===== src/rtl/imcf_pkg.sv =====
`timescale 1ns / 1ps

package imcf_pkg;

  localparam int DATA_W    = 10;
  localparam int POS_W     = 16;
  localparam int OFF_W     = 8;
  localparam int SPR_W     = 15;
  localparam int PHASE_W   = 3;
  localparam int CFG_W     = 15;
  localparam int CFG_IDX_W = 2;
  localparam int MAG_W     = 16;

  localparam logic [PHASE_W-1:0] PH_WAIT_LOW  = 3'd0;
  localparam logic [PHASE_W-1:0] PH_SEEK_RISE = 3'd1;
  localparam logic [PHASE_W-1:0] PH_SEEK_FALL = 3'd2;
  localparam logic [PHASE_W-1:0] PH_DONE      = 3'd3;
  localparam logic [PHASE_W-1:0] PH_ABORT     = 3'd4;

  localparam logic [CFG_IDX_W-1:0] REG_LOW_THR  = 2'd0;
  localparam logic [CFG_IDX_W-1:0] REG_HIGH_THR = 2'd1;
  localparam logic [CFG_IDX_W-1:0] REG_POS_OFF  = 2'd2;
  localparam logic [CFG_IDX_W-1:0] REG_SPR      = 2'd3;

  localparam int RST_LOW  = 240;
  localparam int RST_HIGH = 350;
  localparam int RST_OFF  = 10;
  localparam int RST_SPR  = 2048;

  typedef struct packed {
    logic [PHASE_W-1:0]      phase;
    logic signed [POS_W-1:0] midpoint;
    logic                    found;
  } rec_t;

  typedef struct packed {
    logic signed [POS_W-1:0] start;
    logic signed [POS_W-1:0] stop;
    logic                    wrap;
    logic [SPR_W-1:0]        spr;
  } mid_req_t;

endpackage


===== src/rtl/imcf_if.sv =====
`timescale 1ns / 1ps

interface imcf_item_if import imcf_pkg::*; ();
  logic                    valid;
  logic                    ready;
  logic                    func;
  logic [DATA_W-1:0]       sensor_sample;
  logic signed [POS_W-1:0] position;

  modport source (output valid, func, sensor_sample, position, input ready);
  modport sink (input valid, func, sensor_sample, position, output ready);
endinterface

interface imcf_result_if import imcf_pkg::*; ();
  logic                    valid;
  logic                    ready;
  logic [PHASE_W-1:0]      phase;
  logic [DATA_W-1:0]       average;
  logic signed [POS_W-1:0] midpoint;
  logic                    found;

  modport source (output valid, phase, average, midpoint, found, input ready);
  modport sink (input valid, phase, average, midpoint, found, output ready);
endinterface


===== src/rtl/index_mark_center_finder.sv =====
`timescale 1ns / 1ps

// Index mark centre finder. Takes one sample transaction per clock unless the
// result path stalls or a midpoint is in work: the ten-sample (WINDOW_LEN)
// running sum lives in a small RAM that is read one entry ahead of the write
// pointer, so each sample costs one add-subtract and one threshold compare. A
// restart clears the window at once through per-entry valid bits; there is no
// clearing pass. The transaction that completes the search hands the midpoint
// to a separate unit that, when the mark straddles the revolution boundary,
// reduces the midpoint modulo the revolution (one remainder bit per cycle);
// input is held until the unit is idle. Results pass through two register
// stages, the second of which divides the sum by WINDOW_LEN.
module index_mark_center_finder import imcf_pkg::*; #(
  parameter int WINDOW_LEN = 10
) (
  input  logic                 clk,
  input  logic                 rst,
  input  logic                 cfg_we,
  input  logic [CFG_IDX_W-1:0] cfg_index,
  input  logic [CFG_W-1:0]     cfg_data,
  imcf_item_if.sink            item,
  imcf_result_if.source        result
);

  localparam int PTR_W = $clog2(WINDOW_LEN);
  localparam int SUM_W = DATA_W + PTR_W;
  localparam int LIM_W = SUM_W + 1;
  localparam logic [PTR_W-1:0] LAST = PTR_W'(WINDOW_LEN - 1);

  logic [DATA_W-1:0]       low_thr;
  logic [LIM_W-1:0]        rise_lim;
  logic [LIM_W-1:0]        fall_lim;
  logic [OFF_W-1:0]        pos_off;
  logic [SPR_W-1:0]        spr;
  logic [PHASE_W-1:0]      phase;
  logic [PTR_W-1:0]        ptr;
  logic [SUM_W-1:0]        sum;
  logic [WINDOW_LEN-1:0]   win_valid;
  logic signed [POS_W-1:0] mark_start;
  logic signed [POS_W-1:0] mark_mid;

  logic                    s1_valid;
  rec_t                    s1_rec;
  logic [SUM_W-1:0]        s1_sum;
  logic                    s1_ready;

  logic [PHASE_W-1:0]      phase_next;
  logic [PTR_W-1:0]        ptr_next;
  logic [SUM_W-1:0]        sum_next;
  logic signed [POS_W-1:0] start_next;

  logic                    acc;
  logic                    push;
  logic                    clear;
  logic                    mid_go;
  logic [DATA_W-1:0]       ram_rdata;
  logic [DATA_W-1:0]       old;
  logic [SUM_W-1:0]        sum_push;
  logic signed [POS_W-1:0] mark_pos;
  logic [PTR_W-1:0]        ptr_inc;
  logic [PTR_W-1:0]        raddr;

  mid_req_t                mid_req;
  logic                    mid_idle;
  logic                    mid_res_valid;
  logic signed [POS_W-1:0] mid_res;
  logic                    mid_take;
  logic                    avg_ready;

  assign acc      = item.valid && item.ready;
  assign old      = win_valid[ptr] ? ram_rdata : '0;
  assign sum_push = sum - SUM_W'(old) + SUM_W'(item.sensor_sample);
  assign mark_pos = item.position - POS_W'(pos_off);
  assign ptr_inc  = (ptr == LAST) ? '0 : ptr + 1'b1;
  assign raddr    = rst ? '0 : ptr_next;
  assign s1_ready = !s1_valid || avg_ready;
  assign mid_take = mid_res_valid && s1_ready;

  assign item.ready = s1_ready && mid_idle;

  always_comb begin
    push       = 1'b0;
    clear      = 1'b0;
    mid_go     = 1'b0;
    phase_next = phase;
    start_next = mark_start;
    if (acc) begin
      if (item.func) begin
        clear      = 1'b1;
        phase_next = PH_WAIT_LOW;
        start_next = '0;
      end else begin
        unique case (phase)
          PH_WAIT_LOW: begin
            push = 1'b1;
            if (item.sensor_sample < low_thr) phase_next = PH_SEEK_RISE;
          end
          PH_SEEK_RISE: begin
            if (item.sensor_sample == '0) begin
              phase_next = PH_ABORT;
            end else begin
              push = 1'b1;
              if ({1'b0, sum_push} >= rise_lim) begin
                start_next = mark_pos;
                phase_next = PH_SEEK_FALL;
              end
            end
          end
          PH_SEEK_FALL: begin
            push = 1'b1;
            if ({1'b0, sum_push} < fall_lim) begin
              mid_go     = 1'b1;
              phase_next = PH_DONE;
            end
          end
          default: ;
        endcase
      end
    end
    if (clear) begin
      sum_next = '0;
      ptr_next = '0;
    end else if (push) begin
      sum_next = sum_push;
      ptr_next = ptr_inc;
    end else begin
      sum_next = sum;
      ptr_next = ptr;
    end
  end

  always_comb begin
    mid_req.start = mark_start;
    mid_req.stop  = mark_pos;
    mid_req.wrap  = mark_pos < mark_start;
    mid_req.spr   = spr;
  end

  imcf_ram #(
    .WIDTH (DATA_W),
    .DEPTH (WINDOW_LEN)
  ) u_window (
    .clk   (clk),
    .we    (push),
    .waddr (ptr),
    .wdata (item.sensor_sample),
    .raddr (raddr),
    .rdata (ram_rdata)
  );

  imcf_mid u_mid (
    .clk       (clk),
    .rst       (rst),
    .go        (mid_go),
    .req       (mid_req),
    .idle      (mid_idle),
    .res_valid (mid_res_valid),
    .res_ready (s1_ready),
    .res       (mid_res)
  );

  always_ff @(posedge clk) begin
    if (rst) begin
      low_thr    <= DATA_W'(RST_LOW);
      rise_lim   <= LIM_W'((RST_HIGH + 1) * WINDOW_LEN);
      fall_lim   <= LIM_W'(RST_HIGH * WINDOW_LEN);
      pos_off    <= OFF_W'(RST_OFF);
      spr        <= SPR_W'(RST_SPR);
      phase      <= PH_WAIT_LOW;
      ptr        <= '0;
      sum        <= '0;
      win_valid  <= '0;
      mark_start <= '0;
      mark_mid   <= '0;
      s1_valid   <= 1'b0;
    end else begin
      if (cfg_we) begin
        unique case (cfg_index)
          REG_LOW_THR:  low_thr <= cfg_data[DATA_W-1:0];
          REG_HIGH_THR: begin
            rise_lim <= (LIM_W'(cfg_data[DATA_W-1:0]) + 1'b1) * LIM_W'(WINDOW_LEN);
            fall_lim <= LIM_W'(cfg_data[DATA_W-1:0]) * LIM_W'(WINDOW_LEN);
          end
          REG_POS_OFF:  pos_off <= cfg_data[OFF_W-1:0];
          REG_SPR:      spr <= cfg_data[SPR_W-1:0];
          default: ;
        endcase
      end
      phase      <= phase_next;
      ptr        <= ptr_next;
      sum        <= sum_next;
      mark_start <= start_next;
      if (clear) begin
        win_valid <= '0;
      end else if (push) begin
        win_valid[ptr] <= 1'b1;
      end
      if (clear) begin
        mark_mid <= '0;
      end else if (mid_take) begin
        mark_mid <= mid_res;
      end
      if (s1_ready) begin
        s1_valid <= (acc && !mid_go) || mid_take;
      end
    end
  end

  always_ff @(posedge clk) begin
    if (s1_ready) begin
      if (mid_take) begin
        s1_rec.phase    <= PH_DONE;
        s1_rec.midpoint <= mid_res;
        s1_rec.found    <= 1'b1;
        s1_sum          <= sum;
      end else begin
        s1_rec.phase    <= phase_next;
        s1_rec.midpoint <= clear ? '0 : mark_mid;
        s1_rec.found    <= 1'b0;
        s1_sum          <= sum_next;
      end
    end
  end

  imcf_avg #(
    .WINDOW_LEN (WINDOW_LEN)
  ) u_avg (
    .clk      (clk),
    .rst      (rst),
    .in_valid (s1_valid),
    .in_ready (avg_ready),
    .rec      (s1_rec),
    .sum      (s1_sum),
    .result   (result)
  );

  a_restart_clears: assert property (@(posedge clk) disable iff (rst)
    acc && item.func |=> phase == PH_WAIT_LOW && sum == '0 && win_valid == '0)
    else $error("restart did not clear the window");

  a_final_phase_holds: assert property (@(posedge clk) disable iff (rst)
    acc && !item.func && (phase == PH_DONE || phase == PH_ABORT)
    |=> $stable(phase) && $stable(sum) && $stable(ptr))
    else $error("window or phase moved after the search ended");

  a_found_holds_input: assert property (@(posedge clk) disable iff (rst)
    acc && mid_go |=> !mid_idle && !item.ready && phase == PH_DONE)
    else $error("input not held while the midpoint is computed");

  a_mid_result_loaded: assert property (@(posedge clk) disable iff (rst)
    mid_take |=> s1_valid && s1_rec.found && s1_rec.phase == PH_DONE)
    else $error("midpoint result lost");

endmodule


===== src/rtl/imcf_ram.sv =====
`timescale 1ns / 1ps

module imcf_ram #(
  parameter int WIDTH = 8,
  parameter int DEPTH = 16
) (
  input  logic                     clk,
  input  logic                     we,
  input  logic [$clog2(DEPTH)-1:0] waddr,
  input  logic [WIDTH-1:0]         wdata,
  input  logic [$clog2(DEPTH)-1:0] raddr,
  output logic [WIDTH-1:0]         rdata
);

  logic [WIDTH-1:0] mem [DEPTH];

  always_ff @(posedge clk) begin
    if (we) begin
      mem[waddr] <= wdata;
    end
    rdata <= mem[raddr];
  end

endmodule


===== src/rtl/imcf_mid.sv =====
`timescale 1ns / 1ps

module imcf_mid import imcf_pkg::*; (
  input  logic                    clk,
  input  logic                    rst,
  input  logic                    go,
  input  mid_req_t                req,
  output logic                    idle,
  output logic                    res_valid,
  input  logic                    res_ready,
  output logic signed [POS_W-1:0] res
);

  localparam int T_W   = POS_W + 2;
  localparam int CNT_W = $clog2(MAG_W);

  localparam logic [2:0] M_IDLE = 3'd0;
  localparam logic [2:0] M_SUM  = 3'd1;
  localparam logic [2:0] M_HALF = 3'd2;
  localparam logic [2:0] M_REM  = 3'd3;
  localparam logic [2:0] M_SIGN = 3'd4;
  localparam logic [2:0] M_DONE = 3'd5;

  logic [2:0]       state;
  mid_req_t         hold;
  logic [T_W-1:0]   t;
  logic             neg;
  logic [MAG_W-1:0] mag;
  logic [MAG_W-1:0] rem;
  logic [CNT_W-1:0] cnt;

  logic [T_W-1:0]   tmag;
  logic [MAG_W:0]   rs;
  logic [MAG_W:0]   rs_sub;

  assign tmag   = t[T_W-1] ? T_W'(-t) : t;
  assign rs     = {rem, mag[MAG_W-1]};
  assign rs_sub = (rs >= (MAG_W+1)'(hold.spr)) ? rs - (MAG_W+1)'(hold.spr) : rs;

  assign idle      = (state == M_IDLE);
  assign res_valid = (state == M_DONE);

  always_ff @(posedge clk) begin
    if (rst) begin
      state <= M_IDLE;
    end else begin
      unique case (state)
        M_IDLE: if (go) state <= M_SUM;
        M_SUM:  state <= M_HALF;
        M_HALF: state <= (hold.wrap && hold.spr != '0) ? M_REM : M_SIGN;
        M_REM:  if (cnt == '0) state <= M_SIGN;
        M_SIGN: state <= M_DONE;
        M_DONE: if (res_ready) state <= M_IDLE;
        default: state <= M_IDLE;
      endcase
    end
  end

  always_ff @(posedge clk) begin
    unique case (state)
      M_IDLE: begin
        if (go) hold <= req;
      end
      M_SUM: begin
        t <= T_W'(hold.start) + T_W'(hold.stop) + (hold.wrap ? T_W'(hold.spr) : '0);
      end
      M_HALF: begin
        neg <= t[T_W-1];
        mag <= tmag[MAG_W:1];
        rem <= (hold.wrap && hold.spr != '0) ? '0 : tmag[MAG_W:1];
        cnt <= CNT_W'(MAG_W - 1);
      end
      M_REM: begin
        rem <= rs_sub[MAG_W-1:0];
        mag <= {mag[MAG_W-2:0], 1'b0};
        cnt <= cnt - 1'b1;
      end
      M_SIGN: begin
        res <= neg ? POS_W'(-{1'b0, rem}) : POS_W'({1'b0, rem});
      end
      default: ;
    endcase
  end

endmodule


===== src/rtl/imcf_avg.sv =====
`timescale 1ns / 1ps

module imcf_avg import imcf_pkg::*; #(
  parameter int WINDOW_LEN = 10
) (
  input  logic                                  clk,
  input  logic                                  rst,
  input  logic                                  in_valid,
  output logic                                  in_ready,
  input  rec_t                                  rec,
  input  logic [DATA_W+$clog2(WINDOW_LEN)-1:0]  sum,
  imcf_result_if.source                         result
);

  localparam int LW      = $clog2(WINDOW_LEN);
  localparam int SUM_W   = DATA_W + LW;
  localparam int SHIFT   = SUM_W + LW;
  localparam int PROD_W  = 2 * SUM_W + 2;
  localparam longint unsigned RECIP = ((64'd1 << SHIFT) + WINDOW_LEN - 1) / WINDOW_LEN;

  logic [PROD_W-1:0] prod;
  logic              valid;

  assign prod     = PROD_W'(sum) * PROD_W'(RECIP);
  assign in_ready = !valid || result.ready;

  assign result.valid = valid;

  always_ff @(posedge clk) begin
    if (rst) begin
      valid <= 1'b0;
    end else if (in_ready) begin
      valid <= in_valid;
    end
  end

  always_ff @(posedge clk) begin
    if (in_ready && in_valid) begin
      result.phase    <= rec.phase;
      result.midpoint <= rec.midpoint;
      result.found    <= rec.found;
      result.average  <= prod[SHIFT +: DATA_W];
    end
  end

endmodule

===== src/flat_wrapper.sv =====
// flat-port wrapper written by rule: the top's interface ports become plain ports
module index_mark_center_finder_flat import imcf_pkg::*;
#(
  parameter int WINDOW_LEN = 10
)
  (clk, rst, cfg_we, cfg_index, cfg_data, item_valid, item_func, item_sensor_sample, item_position, item_ready, result_valid, result_phase, result_average, result_midpoint, result_found, result_ready);
  imcf_item_if item_i ();
  imcf_result_if result_i ();
  input  logic clk;
  input  logic rst;
  input  logic cfg_we;
  input  logic [CFG_IDX_W-1:0] cfg_index;
  input  logic [CFG_W-1:0] cfg_data;
  input wire logic [$bits(item_i.valid)-1:0] item_valid;
  input wire logic [$bits(item_i.func)-1:0] item_func;
  input wire logic [$bits(item_i.sensor_sample)-1:0] item_sensor_sample;
  input wire logic [$bits(item_i.position)-1:0] item_position;
  output wire logic [$bits(item_i.ready)-1:0] item_ready;
  output wire logic [$bits(result_i.valid)-1:0] result_valid;
  output wire logic [$bits(result_i.phase)-1:0] result_phase;
  output wire logic [$bits(result_i.average)-1:0] result_average;
  output wire logic [$bits(result_i.midpoint)-1:0] result_midpoint;
  output wire logic [$bits(result_i.found)-1:0] result_found;
  input wire logic [$bits(result_i.ready)-1:0] result_ready;
  assign item_i.valid = item_valid;
  assign item_i.func = item_func;
  assign item_i.sensor_sample = item_sensor_sample;
  assign item_i.position = item_position;
  assign item_ready = item_i.ready;
  assign result_valid = result_i.valid;
  assign result_phase = result_i.phase;
  assign result_average = result_i.average;
  assign result_midpoint = result_i.midpoint;
  assign result_found = result_i.found;
  assign result_i.ready = result_ready;
  index_mark_center_finder #(.WINDOW_LEN(WINDOW_LEN)) u_core (.clk(clk), .rst(rst), .cfg_we(cfg_we), .cfg_index(cfg_index), .cfg_data(cfg_data), .item(item_i), .result(result_i));
endmodule

===== config.mk =====
export PLATFORM = sky130hd
export DESIGN_NAME = index_mark_center_finder_flat
export DESIGN_NICKNAME = d
export VERILOG_FILES = /design/src/rtl/imcf_pkg.sv /design/src/rtl/imcf_if.sv /design/src/rtl/index_mark_center_finder.sv /design/src/rtl/imcf_ram.sv /design/src/rtl/imcf_mid.sv /design/src/rtl/imcf_avg.sv /design/src/flat_wrapper.sv
export SDC_FILE = /design/constraint.sdc
export NUM_CORES = 1
export LEC_CHECK = 0
export ABC_AREA = 1
export BUFFER_PORTS_ARGS = -buffer_cell sky130_fd_sc_hd__buf_2
export CAP_MARGIN = 5
export CORE_MARGIN = 1
export CORE_UTILIZATION = 30
export CTS_CLUSTER_DIAMETER = 200
export CTS_CLUSTER_SIZE = 8
export DETAILED_ROUTE_END_ITERATION = 6
export GPL_TIMING_DRIVEN = 0
export MAX_ROUTING_LAYER = met4
export PLACE_DENSITY = 0.56
export REMOVE_ABC_BUFFERS = 1
export SETUP_SLACK_MARGIN = 0.3
export SYNTH_ARGS = -nofsm -noshare
export SYNTH_HDL_FRONTEND = slang
export SYNTH_SLANG_ARGS = --single-unit

===== constraint.sdc =====
create_clock -name clk -period 10.85 [get_ports clk]
set_input_delay 1.085 -clock clk [delete_from_list [all_inputs] [get_ports clk]]
set_output_delay 1.085 -clock clk [all_outputs]
set_load 0.05 [all_outputs]

## After elaboration in Yosys (flattened, before gate mapping)

Memory sizes are Yosys's and may differ from the RTL's. A register that Yosys moved wholly into a read port is not among the register bits.
Index checks and enable logic that the tools add are counted.
W data, S select, Z words.

| word-level totals | value |
|---|---|
| flip-flop bits (word level) | 311 |
| latch bits | 0 |
| RAM bits | 100 |
| memory bits (read-only) | 0 |
| input port bits | 49 |
| output and inout bits | 32 |
| logic and storage cells | 151 |
| memories | 1 |

Memories:

| name | words | bits a word | rd ports | clocked after Yosys merged registers in | write ports | line | text |
|---|---|---|---|---|---|---|---|
| u_core.u_window.mem | 10 | 10 | 1 | 1 | 1 | imcf_ram.sv:15 | `logic [WIDTH-1:0] mem [DEPTH];` |

| cells by class | value |
|---|---|
| add/subtract/negate cells | 11 |
| multiply operators | 3 |
| div/mod/pow operators | 0 |
| magnitude comparators | 7 |
| equal/unequal tests | 15 |
| shifts and indexed selects | 0 |
| mux-type cells | 50 |
| bitwise logic cells | 1 |
| reductions and logical operators | 31 |

Operators with widths:

| kind | number |
|---|---|
| $mux W16 | 8 |
| $pmux W16 S2 | 2 |
| $mux W14 | 3 |
| $mux W17 | 2 |
| $mux W3 | 10 |
| $mul A14 B15 Y28 const B | 1 |
| $add A17 B16 Y18 | 1 |
| $pmux W3 S6 | 1 |
| $add A16 B16 Y17 | 1 |
| $ge A17 B15 Y1 | 1 |
| $neg A17 Y17 | 1 |
| $lt A16 B16 Y1 | 1 |
| $mux W4 | 4 |
| $neg A16 Y16 | 1 |
| $sub A16 B15 Y16 | 1 |
| $sub A16 B8 Y16 | 1 |
| $ge A14 B15 Y1 | 1 |
| $mul A15 B3 Y14 const B | 1 |
| $mux W15 | 1 |
| $reduce_bool A15 Y1 | 1 |
| $add A14 B10 Y14 | 1 |
| $lt A14 B14 Y1 | 1 |
| $sub A14 B10 Y14 | 1 |
| $mul A10 B3 Y13 const B | 1 |
| 34 further kinds | 71 |

## Logic depth before layout (Yosys ltp)

| logic depth | value |
|---|---|
| word-level depth | 13 |
| mapped depth | 32 |
| mapped depth without buffers | 30 |

## Modules after synthesis

A second synthesis with hierarchy kept.

| second synthesis, totals | value |
|---|---|
| cells, all modules | 3,296 |
| area total of the unflattened synthesis | 27,503.9 um2 |

By module, submodules not included:

| module | instances | cells an instance | area an instance (um2) | sequential area each (um2) |
|---|---|---|---|---|
| index_mark_center_finder | 1 | 1,368 | 10,105.9 | 3,503.4 |
| imcf_mid | 1 | 896 | 7,761.2 | 3,633.5 |
| imcf_avg | 1 | 619 | 5,137.4 | 920.9 |
| imcf_ram | 1 | 413 | 4,499.3 | 3,203.1 |

## Worst setup path before layout

No wires, ideal clock.

| timing | value |
|---|---|
| path type | reg-to-reg |
| start | reg u_core.ptr[0] |
| end | reg u_core.u_mid.hold[0] in the netlist's numbering (enable) |
| setup time | 402 ps |
| arrival | 4,966 ps |
| required time | 10,448 ps |
| slack | 5,482 ps |
| stages on the path, launching flop included | 26 |
| buffers on the path | 1 |
| clock period less this slack | 5,368 ps |
| cells stage by stage | dfxtp_1 buf_2 inv_1 nor2_1 a22o_1 o21ai_0 o2111ai_1 nand2_1 inv_1 fa_1 inv_1 ha_1 a21oi_1 nand2_1 a21oi_1 inv_1 nand3_1 o2111ai_1 or2_2 nand2_1 ha_1 a21oi_1 nand3_1 nor2_1 nand4_1 inv_1 |

| on the way | value |
|---|---|
| word-level cells in the longest chain between the ends | 11 |

Ends and longest elaborated chain:

| what | line | text |
|---|---|---|
| from (decl) | index_mark_center_finder.sv:36 | `logic [PTR_W-1:0] ptr;` |
| from (signal assigned) | index_mark_center_finder.sv:190 | `ptr <= ptr_next;` |
| $bmux W1 S4 | index_mark_center_finder.sv:71 | `assign old = win_valid[ptr] ? ram_rdata : '0;` |
| $mux W1 (not written as such) | index_mark_center_finder.sv:71 |  |
| $mux W10 | index_mark_center_finder.sv:71 |  |
| $sub A14 B10 Y14 | index_mark_center_finder.sv:72 | `assign sum_push = sum - SUM_W'(old) + SUM_W'(item.sensor_sample);` |
| $add A14 B10 Y14 | index_mark_center_finder.sv:72 |  |
| $lt A14 B14 Y1 | index_mark_center_finder.sv:111 | `if ({1'b0, sum_push} < fall_lim) begin` |
| $mux W1 | index_mark_center_finder.sv:111 |  |
| $mux W1 | index_mark_center_finder.sv:93 | `unique case (phase)` |
| $mux W1 | index_mark_center_finder.sv:88 | `if (item.func) begin` |
| $mux W1 | index_mark_center_finder.sv:87 | `if (acc) begin` |
| $reduce_and A2 Y1 (no line) | -- |  |
| to (signal assigned) | imcf_mid.sv:62 | `if (go) hold <= req;` |
| to (decl) | imcf_mid.sv:25 | `mid_req_t hold;` |

Every way passes these cells. The select of a mux whose other input is x is not followed.
A chain may end at the register's enable or synchronous reset.

## Worst setup path in the final report

| timing | value |
|---|---|
| start | reg u_core.ptr[1] |
| end | reg u_core.mark_start[1] |

| on the way | value |
|---|---|
| word-level cells in the longest chain between the ends | 8 |

Ends and longest elaborated chain:

| what | line | text |
|---|---|---|
| $bmux W1 S4 | index_mark_center_finder.sv:71 |  |
| $mux W1 (not written as such) | index_mark_center_finder.sv:71 |  |
| $mux W10 | index_mark_center_finder.sv:71 |  |
| $sub A14 B10 Y14 | index_mark_center_finder.sv:72 |  |
| $add A14 B10 Y14 | index_mark_center_finder.sv:72 |  |
| $ge A14 B15 Y1 | index_mark_center_finder.sv:103 | `if ({1'b0, sum_push} >= rise_lim) begin` |
| $reduce_bool A2 Y1 (no line) | -- |  |
| $reduce_and A4 Y1 (no line) | -- |  |
| to (signal assigned) | index_mark_center_finder.sv:192 | `mark_start <= start_next;` |
| to (decl) | index_mark_center_finder.sv:39 | `logic signed [POS_W-1:0] mark_start;` |

Every way passes these cells. The select of a mux whose other input is x is not followed.

==> results_dict.tcl <==
set metrics [dict create \
    status "finished, final reports clean" \
    final_area_um2 29400 \
    num_vias 18700 \
    startpoint_type "register" \
    crit_required_ns 11.38 \
    grt_pass1_vias 18500 \
    yosys-top-cells-count "inv_1 (541), nand2_1 (492), edfxtp_1 (283)" \
    holdBufCountCts 0 \
    power.density_nw_per_um2 203 \
    leakage_uw 0.0135 \
    core_um2 85300 \
    finalMaxSlewViolations 0 \
    worstPathArrival_ns 6.63 \
    initial_core_util 0.303 \
    maxCapViolCount 0 \
    fillers 8712 \
    vias_per_cell 4.51 \
    grt_max_degree 54 \
    clock-skew-final_ns 0.0284 \
    antenna_found_initial 6 \
    cpMaxStageDelayCell "nor2_2" \
    yosysTopAreaCell "edfxtp_1" \
    hold_violations 0 \
    critPathBufInv 4 \
    setup-tns-final_ns 0 \
    syn_inst 2867 \
    path_max_fanout 16 \
    firstDrtPassIters 5 \
    fp-row-count 107 \
    hpwl_um 44200 \
    crit_family "simple AND/OR/NAND/NOR gates" \
    cts_resized 0 \
    routabilityCongestion 0.851 \
    grt_pass1_wl_um 96900 \
    synthMostInstantiatedCell "inv_1" \
    drcViolationCount 0 \
    wl_um 59900 \
    clockRootBuffer "clkbuf_16" \
    power_frac_clock 0.289 \
    die-width_um 296 \
    synth.avg_cell_area_um2 9.03 \
    synth-edff-count 283 \
    sequentialPowerShare 0.310 \
    cts_sinks 421 \
    fin_nets 3323 \
    dpl_cell_area_um2 27600 \
    cpPeakStageDelay_ns 0.70 \
    h-tree-depth 2 \
    overflow 0 \
    die_h_um 296 \
    sw_frac_of_total 0.374 \
    area.growth.synth_to_final_pct 13.6 \
    max_freq_mhz 164 \
    ys_async_sr_fraction 0 \
    p_switching_uw 2240 \
    p_comb_frac 0.400 \
    io_pins 81 \
    clkTransAtPathRegs_ns 0.05 \
    clockBufferDepth 3 \
    layout_min_cycle_time_ns 6.10 \
    ys.flop_type "edfxtp_1" \
    grt_usage 0.143 \
    ys_warn_count 0 \
    synth.ff_latch_count 421 \
    grt_setup_unrepaired "no" \
    synth_cell_types 54 \
    drt_iter0_markers 893 \
    timing.slew.headroom 0.196 \
    max_slew.worst_pin.slew_ns 1.21 \
    clock_latency_ns 0.62 \
    ir_worst_vdd_uv 191 \
    layout-drive-gt1-share 0.0675 \
    hold_class "register to register" \
    r2r_slack_ns 4.75 \
    cp-end-kind "register" \
    cts_made_buffers 59 \
    yosysSeqAreaShare 0.435 \
    finalSetupViolations 0 \
    ys_top_cells_by_area "edfxtp_1 (33%), ha_1 (12%), dfxtp_1 (11%)" \
    detail-route-antenna-nets 0 \
    cp_common_cell "nand2_1" \
    cts_tree "built" \
    portBuffers 80 \
    synth_top_area_share 0.328 \
    syn_area_um2 25900 \
    post_drt_wl_per_cell_um 14.5 \
    internal_power_uw 3740 \
    crit_type "register to register" \
    fp.dieArea_um2 87400 \
    postCtsSetupRepairBufs 0 \
    min_period_over_period 0.562 \
]
-- cell usage in the layout, fill, tap and decap left out, types with 3 or more instances in the layout --
cell type,synthesis,routed
a211oi_1,5,5
a21o_1,17,17
a21oi_1,166,165
a31oi_1,8,7
buf_12,0,6
buf_2,18,80
buf_6,2,6
clkbuf_1,42,46
clkbuf_16,0,60
clkinv_1,3,3
dfxtp_1,138,138
edfxtp_1,283,283
fa_1,90,90
ha_1,238,238
inv_1,541,539
inv_2,5,6
nand2_1,492,492
nand2_2,4,4
nand3_1,165,164
nand3_2,3,4
nand3b_1,6,6
nand4_1,68,68
nor2_1,176,170
nor2_2,3,7
nor2_4,2,4
nor3_1,47,41
nor3_2,0,6
nor4_1,24,24
o2111ai_1,5,5
o211ai_1,19,19
o21a_1,14,14
o21ai_0,136,136
o21bai_1,7,7
o221ai_1,3,3
or2_2,6,6
xnor2_1,28,28
xor2_1,66,66
-- flip-flops by register name, indices dropped and copies added (netlist names), 8 cells and up --
name                          count
u_core.mark_mid                  16
u_core.sum                       14
u_core.u_mid.res                 16
u_core.mark_start                16
u_core.fall_lim                  13
u_core.s1_rec                    20
u_core.u_mid.rem                 16
u_core.low_thr                   10
u_core.s1_sum                    14
u_core.u_mid.mag                 16
u_core.u_mid.t                   18
u_core.u_window.mem             100
u_core.u_avg.result.average      10
u_core.u_avg.result.midpoint     16
u_core.spr                       15
u_core.win_valid                 10
u_core.u_window.rdata            10
u_core.rise_lim                  14
u_core.pos_off                    8
u_core.u_mid.hold                48
-- per-layer routing --
layer / vias up / part of all wire / global-route usage
li1: 9651 / - / -
met1: 8622 / 0.48 / 0.185
met2: 288 / 0.46 / 0.230
met3: 107 / 0.033 / 0.0177
met4: 0 / 0.031 / 0.0500
met5: - / 0 / -
-- worst reg2reg max path, cell delays in order, from the launching register on --
cell and delay, ns:
dfxtp_1 0.59, nor2_1 0.20, a22o_1 0.21, o21ai_0 0.20
o2111ai_1 0.46, nand2_1 0.19, inv_1 0.07, fa_1 0.48
inv_1 0.04, ha_1 0.34, a21oi_1 0.15, nand2_1 0.10
a21oi_1 0.31, inv_1 0.11, nand2_1 0.07, nand2_1 0.07
a21oi_1 0.17, xor2_1 0.24, inv_1 0.11, ha_1 0.28
nand2_1 0.06, nor4_1 0.27, nand2_1 0.09, nand3_1 0.14
nand2_1 0.10, nor2_2 0.70, nand2_1 0.12, a21oi_1 0.17
-- final cells by class --
cell class	instances	area [µm²]	area share
Sequential cell	421	11300	0.383
Timing Repair Buffer	94	618	0.0210
Inverter	549	2060	0.0701
Clock buffer	106	1670	0.0569
Antenna cell	1	2.50	0.0000851
Clock inverter	3	55.1	0.00187
Multi-Input combinational cell	1821	12300	0.418
Tap cell	1144	1430	0.0487
-- power groups by stage --
stage               combinational [µW]  clock, µW  sequential (µW)
global route                      2770       1840             1860
global placement                  2380          0             1890
finish                            2400       1730             1860
CTS                               2420       1780             1860
floorplan                         1740          0             1950
detailed placement                2380          0             1890
-- final timing paths --
path,start,to,depth (start not counted)
worst min register to register,u_core.s1_rec[10],u_core.u_avg.result.midpoint[9],0
worst max-delay path,u_core.ptr[1],u_core.mark_start[1],27
worst max register to register,u_core.ptr[1],u_core.mark_start[1],27
worst min-delay path,u_core.s1_rec[10],u_core.u_avg.result.midpoint[9],0
-- metrics by stage --
| step | total power [µW] | cells | utilization | setup WS [ns] | hold WS, ns |
|---|---|---|---|---|---|
| floorplan | 3690 | 2791 | - | 5.47 | 0.400 |
| global route | 6480 | 4139 | 0.345 | 3.84 | 0.420 |
| detailed placement | 4270 | 4027 | 0.324 | 4.14 | 0.405 |
| CTS | 6060 | 4136 | 0.344 | 4.73 | 0.416 |
| finish | 5980 | 4139 | 0.345 | 4.75 | 0.415 |
| global placement | 4270 | 4015 | 0.321 | 3.00 | 0.404 |
-- kinds of logic after synthesis --
logic type                 after synthesis  share of synthesized area
and+or+nand+nor                       1003                      0.170
buffers and inverters                  625                     0.0925
DFF                                    421                      0.435
AOI/OAI and AO/OA                      396                     0.0859
adders and majority gates              328                      0.185
xor gates and xnor gates                94                     0.0318
No activity file was read; power rests on OpenSTA's default activity.
